**src/rtl/core/thfd_pkg.sv**
```systemverilog
`timescale 1ns / 1ps
`default_nettype none
// ----------------------------------------------------------------------------
// Sensor frame decoder package
// Shared types, constants and the CRC-8 byte update used by the frame decoder
// and its checker.
// ----------------------------------------------------------------------------
package thfd_pkg;

    // CRC-8 with polynomial x^8 + x^5 + x^4 + 1, MSB first, no final XOR.
    localparam logic [7:0]  CRC_POLY    = 8'h31;
    localparam logic [7:0]  CRC_INIT    = 8'hFF;

    // Fixed-point conversion constants.
    localparam logic [15:0] FULL_SCALE  = 16'hFFFF;
    localparam logic [14:0] TEMP_SPAN   = 15'd17500;
    localparam logic [14:0] TEMP_OFFSET = 15'd4500;
    localparam logic [13:0] HUM_SPAN    = 14'd10000;

    // Product widths: 17500 * 65535 fits in 31 bits, 10000 * 65535 in 30.
    localparam int TPROD_W = 31;
    localparam int HPROD_W = 30;

    // Frame status codes.
    localparam logic [1:0] STATUS_OK       = 2'd0;
    localparam logic [1:0] STATUS_TEMP_CRC = 2'd1;
    localparam logic [1:0] STATUS_HUM_CRC  = 2'd2;

    typedef struct packed {
        logic [7:0] frame_byte;
        logic       frame_start;
    } frame_in_t;

    typedef struct packed {
        logic signed [14:0] temperature_centi;
        logic        [13:0] humidity_centi;
        logic        [15:0] raw_temperature;
        logic        [15:0] raw_humidity;
        logic        [1:0]  frame_status;
    } frame_out_t;

    // Folds one byte into the running CRC, one bit per step.
    function automatic logic [7:0] crc8_update(input logic [7:0] crc, input logic [7:0] b);
        logic [7:0] c;
        c = crc ^ b;
        for (int k = 0; k < 8; k++) begin
            if (c[7]) begin
                c = {c[6:0], 1'b0} ^ CRC_POLY;
            end else begin
                c = {c[6:0], 1'b0};
            end
        end
        return c;
    endfunction

endpackage
`default_nettype wire

```
**src/rtl/core/temp_humidity_frame_decoder_core.sv**
```systemverilog
`timescale 1ns / 1ps
`default_nettype none
// The frame register loads on the edge that transfers a frame's sixth byte, then the
// multiply register and the result register follow; m_valid rises with the result register.
// Throughput: one byte per cycle; the input stalls only when the frame, multiply and
// result registers all hold a frame and m_ready is low.
// Reset: synchronous, active low; clears the byte count, the running CRC and
// all valid flags, so no partial frame survives a reset.
// ----------------------------------------------------------------------------
// Temperature and humidity frame decoder
// Collects the six bytes of a sensor measurement frame, checks both CRC-8
// fields and converts the raw words to hundredths of a degree and a percent.
// ----------------------------------------------------------------------------
module temp_humidity_frame_decoder_core (
    input  wire                   aclk,
    input  wire                   aresetn,
    input  wire                   s_valid,
    output logic                  s_ready,
    input  thfd_pkg::frame_in_t   s_data,
    output logic                  m_valid,
    input  wire                   m_ready,
    output thfd_pkg::frame_out_t  m_data
);
    import thfd_pkg::*;

    // Positions of the bytes within a frame.
    localparam logic [2:0] POS_TEMP_HI  = 3'd0;
    localparam logic [2:0] POS_TEMP_LO  = 3'd1;
    localparam logic [2:0] POS_TEMP_CRC = 3'd2;
    localparam logic [2:0] POS_HUM_HI   = 3'd3;
    localparam logic [2:0] POS_HUM_LO   = 3'd4;
    localparam logic [2:0] POS_HUM_CRC  = 3'd5;

    // ------------------------------------------------------------------
    // Frame assembly state.
    // ------------------------------------------------------------------
    logic [2:0]  pos_reg,      pos_next;
    logic [7:0]  crc_reg,      crc_next;
    logic        tcrc_bad_reg, tcrc_bad_next;
    logic [15:0] temp_word_reg, temp_word_next;
    logic [15:0] hum_word_reg,  hum_word_next;

    // Stage 1: one complete frame waiting for conversion.
    logic        s1_valid_reg;
    logic [15:0] s1_temp_reg;
    logic [15:0] s1_hum_reg;
    logic [1:0]  s1_status_reg;
    logic [1:0]  status_next;
    logic        frame_done;

    // Stage 2: scaled products.
    logic                s2_valid_reg;
    logic [TPROD_W-1:0]  s2_tprod_reg;
    logic [HPROD_W-1:0]  s2_hprod_reg;
    logic [15:0]         s2_temp_reg;
    logic [15:0]         s2_hum_reg;
    logic [1:0]          s2_status_reg;

    // Stage 3: output register.
    logic        m_valid_reg;
    frame_out_t  m_data_reg;
    frame_out_t  m_data_next;

    // Per-stage readiness: a stage may load when it is empty or is handing
    // its contents on in the same cycle.
    logic ready3, ready2, ready1;
    logic s_xfer;

    logic [2:0]  pos_eff;
    logic [7:0]  crc_upd;

    // Division by 65535 without a divider: with q0 = x >> 16 the remainder of
    // x - q0 * 65535 is x[15:0] + q0, which stays below twice the divisor, so
    // a single compare adds the missing unit to the quotient.
    logic [16:0] t_rem;
    logic [14:0] t_quot;
    logic [16:0] h_rem;
    logic [13:0] h_quot;

    assign ready3  = !m_valid_reg || m_ready;
    assign ready2  = !s2_valid_reg || ready3;
    assign ready1  = !s1_valid_reg || ready2;
    assign s_ready = ready1;
    assign s_xfer  = s_valid && ready1;

    // A frame-start flag always makes this byte the first of a frame; the
    // unused counts six and seven are treated the same way.
    assign pos_eff = (s_data.frame_start || pos_reg > POS_HUM_CRC) ? POS_TEMP_HI : pos_reg;
    assign crc_upd = crc8_update((pos_eff == POS_TEMP_HI || pos_eff == POS_HUM_HI)
                                 ? CRC_INIT : crc_reg, s_data.frame_byte);

    always_comb begin
        pos_next       = pos_reg;
        crc_next       = crc_reg;
        tcrc_bad_next  = tcrc_bad_reg;
        temp_word_next = temp_word_reg;
        hum_word_next  = hum_word_reg;
        frame_done     = 1'b0;
        if (s_xfer) begin
            unique case (pos_eff)
                POS_TEMP_HI: begin
                    temp_word_next = {s_data.frame_byte, 8'h00};
                    crc_next       = crc_upd;
                    pos_next       = POS_TEMP_LO;
                end
                POS_TEMP_LO: begin
                    temp_word_next = {temp_word_reg[15:8], s_data.frame_byte};
                    crc_next       = crc_upd;
                    pos_next       = POS_TEMP_CRC;
                end
                POS_TEMP_CRC: begin
                    tcrc_bad_next = (s_data.frame_byte != crc_reg);
                    crc_next      = CRC_INIT;
                    pos_next      = POS_HUM_HI;
                end
                POS_HUM_HI: begin
                    hum_word_next = {s_data.frame_byte, 8'h00};
                    crc_next      = crc_upd;
                    pos_next      = POS_HUM_LO;
                end
                POS_HUM_LO: begin
                    hum_word_next = {hum_word_reg[15:8], s_data.frame_byte};
                    crc_next      = crc_upd;
                    pos_next      = POS_HUM_CRC;
                end
                default: begin
                    // Last byte: the humidity CRC closes the frame.
                    frame_done = 1'b1;
                    crc_next   = CRC_INIT;
                    pos_next   = POS_TEMP_HI;
                end
            endcase
        end
    end

    // The temperature check takes precedence when both CRCs are wrong.
    always_comb begin
        if (tcrc_bad_reg) begin
            status_next = STATUS_TEMP_CRC;
        end else if (s_data.frame_byte != crc_reg) begin
            status_next = STATUS_HUM_CRC;
        end else begin
            status_next = STATUS_OK;
        end
    end

    always_comb begin
        t_rem  = {1'b0, s2_tprod_reg[15:0]} + 17'(s2_tprod_reg[TPROD_W-1:16]);
        t_quot = s2_tprod_reg[TPROD_W-1:16] + 15'(t_rem >= 17'(FULL_SCALE));
        h_rem  = {1'b0, s2_hprod_reg[15:0]} + 17'(s2_hprod_reg[HPROD_W-1:16]);
        h_quot = s2_hprod_reg[HPROD_W-1:16] + 14'(h_rem >= 17'(FULL_SCALE));

        // Subtracting the offset modulo 2^15 yields the two's complement value.
        m_data_next.temperature_centi = $signed(t_quot - TEMP_OFFSET);
        m_data_next.humidity_centi    = h_quot;
        m_data_next.raw_temperature   = s2_temp_reg;
        m_data_next.raw_humidity      = s2_hum_reg;
        m_data_next.frame_status      = s2_status_reg;
    end

    // Control state.
    always_ff @(posedge aclk) begin
        if (!aresetn) begin
            pos_reg      <= POS_TEMP_HI;
            crc_reg      <= CRC_INIT;
            tcrc_bad_reg <= 1'b0;
            s1_valid_reg <= 1'b0;
            s2_valid_reg <= 1'b0;
            m_valid_reg  <= 1'b0;
        end else begin
            pos_reg      <= pos_next;
            crc_reg      <= crc_next;
            tcrc_bad_reg <= tcrc_bad_next;
            if (ready1) begin
                s1_valid_reg <= frame_done;
            end
            if (ready2) begin
                s2_valid_reg <= s1_valid_reg;
            end
            if (ready3) begin
                m_valid_reg <= s2_valid_reg;
            end
        end
    end

    // Payload registers.
    always_ff @(posedge aclk) begin
        temp_word_reg <= temp_word_next;
        hum_word_reg  <= hum_word_next;
        if (ready1 && frame_done) begin
            s1_temp_reg   <= temp_word_reg;
            s1_hum_reg    <= hum_word_reg;
            s1_status_reg <= status_next;
        end
        if (ready2 && s1_valid_reg) begin
            s2_tprod_reg  <= TPROD_W'(s1_temp_reg) * TPROD_W'(TEMP_SPAN);
            s2_hprod_reg  <= HPROD_W'(s1_hum_reg) * HPROD_W'(HUM_SPAN);
            s2_temp_reg   <= s1_temp_reg;
            s2_hum_reg    <= s1_hum_reg;
            s2_status_reg <= s1_status_reg;
        end
        if (ready3 && s2_valid_reg) begin
            m_data_reg <= m_data_next;
        end
    end

    assign m_valid = m_valid_reg;
    assign m_data  = m_data_reg;

endmodule
`default_nettype wire

```
**config.mk**
```make
export PLATFORM = sky130hd
export DESIGN_NAME = temp_humidity_frame_decoder_core
export DESIGN_NICKNAME = d
export VERILOG_FILES = /design/src/rtl/core/thfd_pkg.sv /design/src/rtl/core/temp_humidity_frame_decoder_core.sv
export SDC_FILE = /design/constraint.sdc
export NUM_CORES = 1
export LEC_CHECK = 0
export BUFFER_PORTS_ARGS = -buffer_cell sky130_fd_sc_hd__buf_4
export CORE_AREA = 2 2 157 159
export CTS_CLUSTER_DIAMETER = 40
export DETAILED_ROUTE_END_ITERATION = 10
export DIE_AREA = 0 0 159 161
export PLACE_DENSITY = 0.81
export SETUP_SLACK_MARGIN = 0.1
export SLEW_MARGIN = 20
export SYNTH_ARGS = -nofsm -noshare
export SYNTH_HDL_FRONTEND = slang
export SYNTH_SLANG_ARGS = --single-unit
```
**constraint.sdc**
```tcl
create_clock -name aclk -period 10.4 [get_ports aclk]
set_clock_uncertainty 0.05 [all_clocks]
set_input_delay 0 -clock aclk [delete_from_list [all_inputs] [get_ports aclk]]
set_output_delay 0 -clock aclk [all_outputs]
set_load 0.01 [all_outputs]
```
==> flow_metrics.tcl <==
set metrics [dict create \
    drive_gt1_share_pct 10.73 \
    setup_violations 0 \
    crit_arrival_ps 5490 \
    cts_buffer_depth 3 \
    fillers 1643 \
    drc 0 \
    coreArea_um2 23960 \
    dp_slack_ps 5178 \
    maxCapViolCount 0 \
    cts_tree "done" \
    ir_drop_mv 0.1239 \
    gp_congestion 0.9305 \
    n_antenna_cell 0 \
    dieHeight_um 161 \
    crit_buf_inv 4 \
    io_buffers 77 \
    setup_ws_ps 5137 \
    synth_top_area_share_pct 42.98 \
    critPathMaxStageDelay_ps 550 \
    worstPathCellList "ha_1, inv_1, fa_1, inv_1, ha_1, fa_1, inv_1, fa_1, inv_1, ha_1, a21o_1, o21bai_1, a21boi_1, o211ai_1, a21o_1, a221o_1, a21oi_1, xnor2_1" \
    first_pass_iters 5 \
    synthAdderAreaFrac_pct 27.43 \
    cts_max_level 1 \
    synth_ff_type "edfxtp_1" \
    cp.required_ps 10630 \
    synth_cell_type_count 65 \
    outcome "finished clean" \
    crit_path_top_delay_cell "edfxtp_1" \
    cp_max_fo 7 \
    regArea_um2 6696 \
    crit_type "reg -> reg" \
    multi_input_area_um2 7327 \
    cp-start-kind "flop" \
    rsz0062_at_grt "false" \
    grt-ovfl-total 0 \
    wl_met2_um 13690 \
    power_density_nw_per_um2 121.7 \
    yosysWarnings 0 \
    timing.final.crit_share_pct 50.60 \
    hold_viol_final 0 \
    wl_met3_um 1332 \
    max_freq_ghz 0.1900 \
    dieArea_um2 25600 \
    worstSkewPairLatency_ps 560 \
    synth-seq-cells 228 \
    antenna_found_initial 0 \
    synthMuxAreaShare_pct 0.1345 \
    synth_top_family_by_area "adder cells" \
    initial_core_util_pct 62.10 \
    slew_viol_final 0 \
    fin_nets 1635 \
    grt_pass1_vias 9377 \
    synth_edf_count 213 \
    synth.most_common_cell "inv_1" \
    totalNegativeSetupSlack_ps 0 \
    largest_reg_flops 63 \
    syn_inst 1232 \
    ios 78 \
    critPathTopFamily "adder cells" \
    drt-met1-wl_um 12490 \
    vias 9195 \
    grt_usage_pct 22.51 \
    worst_slew_pin_slew_ps 866.8 \
    viasPerCell 5.428 \
    yosysTopAreaCell "edfxtp_1" \
    dp_hpwl_um 20990 \
    synth_simple_gate_area_share_pct 6.852 \
    end_kind "flop" \
    synth_xor_area_share_pct 6.180 \
    grt_max_degree 85 \
    drtIter0Drc 608 \
    ant_nets 0 \
    synth_seq_area_share_pct 45.00 \
    synth_compound_area_share_pct 8.424 \
    wl_per_cell_um 16.60 \
    ys_async_sr_fraction_pct 0 \
    synth_commonest_cells "220 x inv_1, 213 x edfxtp_1, 195 x ha_1" \
    leakage_uw 0.007416 \
    cts.reportedPaths.clkPinSlew_ps 60 \
    post_cts_buffers 0 \
    syn_nets 1522 \
    maxUsedRoutingLayer "met4" \
    netlist_area_um2 14880 \
    syn2layout_area_growth_pct 14.20 \
    clock-sinks 228 \
    hold_class "in -> reg" \
    syn_area_per_cell_um2 12.08 \
    fin_crit_ps 5263 \
    wl_um 28120 \
    synth_area_leaders "edfxtp_1 43%, ha_1 16%, fa_1 11%" \
    grt_pass1_wl_um 46390 \
    dieWidth_um 159 \
    hold_buffers 13 \
    ctsResizeCount 0 \
    crit_top_cell "inv_1" \
    placementRows 57 \
    root_buffer "clkbuf_16" \
    slew_headroom_pct 42.00 \
    cts_buffers 31 \
]
worst register-to-register path, stage by stage (launching register included):
cell and delay [ps]:
edfxtp_1 550, ha_1 360, inv_1 50, fa_1 500, inv_1 40, ha_1 300
fa_1 490, inv_1 60, fa_1 530, inv_1 40, ha_1 360, a21o_1 240
o21bai_1 120, a21boi_1 270, o211ai_1 170, a21o_1 240, a221o_1 350, a21oi_1 170
xnor2_1 110
per-stage QoR:
stage | util (%) | instances | area (um2) | total power [uW] | hold WS [ps]
6_report | 70.92 | 1694 | 17000 | 2069 | 193.4
5_1_grt | 70.92 | 1694 | 17000 | 2130 | 189.6
4_1_cts | 70.89 | 1694 | 16990 | 2084 | 184.6
3_5_place_dp | 66.18 | 1623 | 15860 | 1090 | 197.4
3_3_place_gp | 66.18 | 1623 | 15860 | 1087 | 192.2
2_1_floorplan | - | 1232 | 14880 | 1073 | 148.2
routing by layer:
layer	global-route usage, %	up-vias
met5	0	-
met4	6.322	0
met3	2.902	46
met2	38.99	247
met1	30.19	4405
li1	-	4497
logic make-up (layout without fill, tap and decap cells):
| family | count (synthesis) | in the layout |
|---|---|---|
| xor+xnor | 105 | 105 |
| buf+inv | 234 | 372 |
| fa+ha+maj | 277 | 277 |
| simple gates | 199 | 199 |
| mux | 2 | 2 |
| flops | 228 | 228 |
| compound gates | 187 | 187 |
final timing paths:
| check | start | end | slack, ps | cells after the start |
|---|---|---|---|---|
| max reg2reg | s1_temp_reg[10] | s2_tprod_reg[29] | 5140 | 18 |
| min | aresetn | crc_reg[6] | 190 | 3 |
| max | s1_temp_reg[10] | s2_tprod_reg[29] | 5140 | 18 |
| min reg2reg | temp_word_reg[3] | s1_temp_reg[3] | 350 | 0 |
cells in the final DEF, fill, tap and decap left out, types with 5 or more instances in the layout:
cell,count
a211oi_1,12
a21o_1,22
a21oi_1,49
a31oi_1,6
and2_1,20
buf_4,80
clkbuf_16,31
dfxtp_1,15
dlygate4sd3_1,13
edfxtp_1,213
fa_1,82
ha_1,195
inv_1,220
inv_8,5
nand2_1,45
nand2b_1,6
nand3_1,21
nand4_1,7
nor2_1,43
nor2b_1,23
nor3_1,5
nor4_1,5
o211ai_1,10
o21a_1,13
o21ai_0,28
o21bai_1,12
xnor2_1,71
xor2_1,34
where the power goes:
| part | total (uW) | leakage (uW) | internal [uW] | switching (uW) |
|---|---|---|---|---|
| combinational | 67.7 | 0.00490 | 32.6 | 35.1 |
| sequential | 1010 | 0.00203 | 1000 | 7.74 |
| clock | 992 | 0.000483 | 568 | 425 |
| total | 2070 | 0.00742 | 1600 | 468 |
cell type report:
cell class / instances / area share (%)
multi-input combinational: 770 / 43.11
sequential: 228 / 39.40
inverter: 220 / 4.859
clock buffer: 35 / 4.653
timing repair buffer: 94 / 4.366
tap: 324 / 2.385
clock inverter: 23 / 1.222
Power figures use the tool's default switching activity.
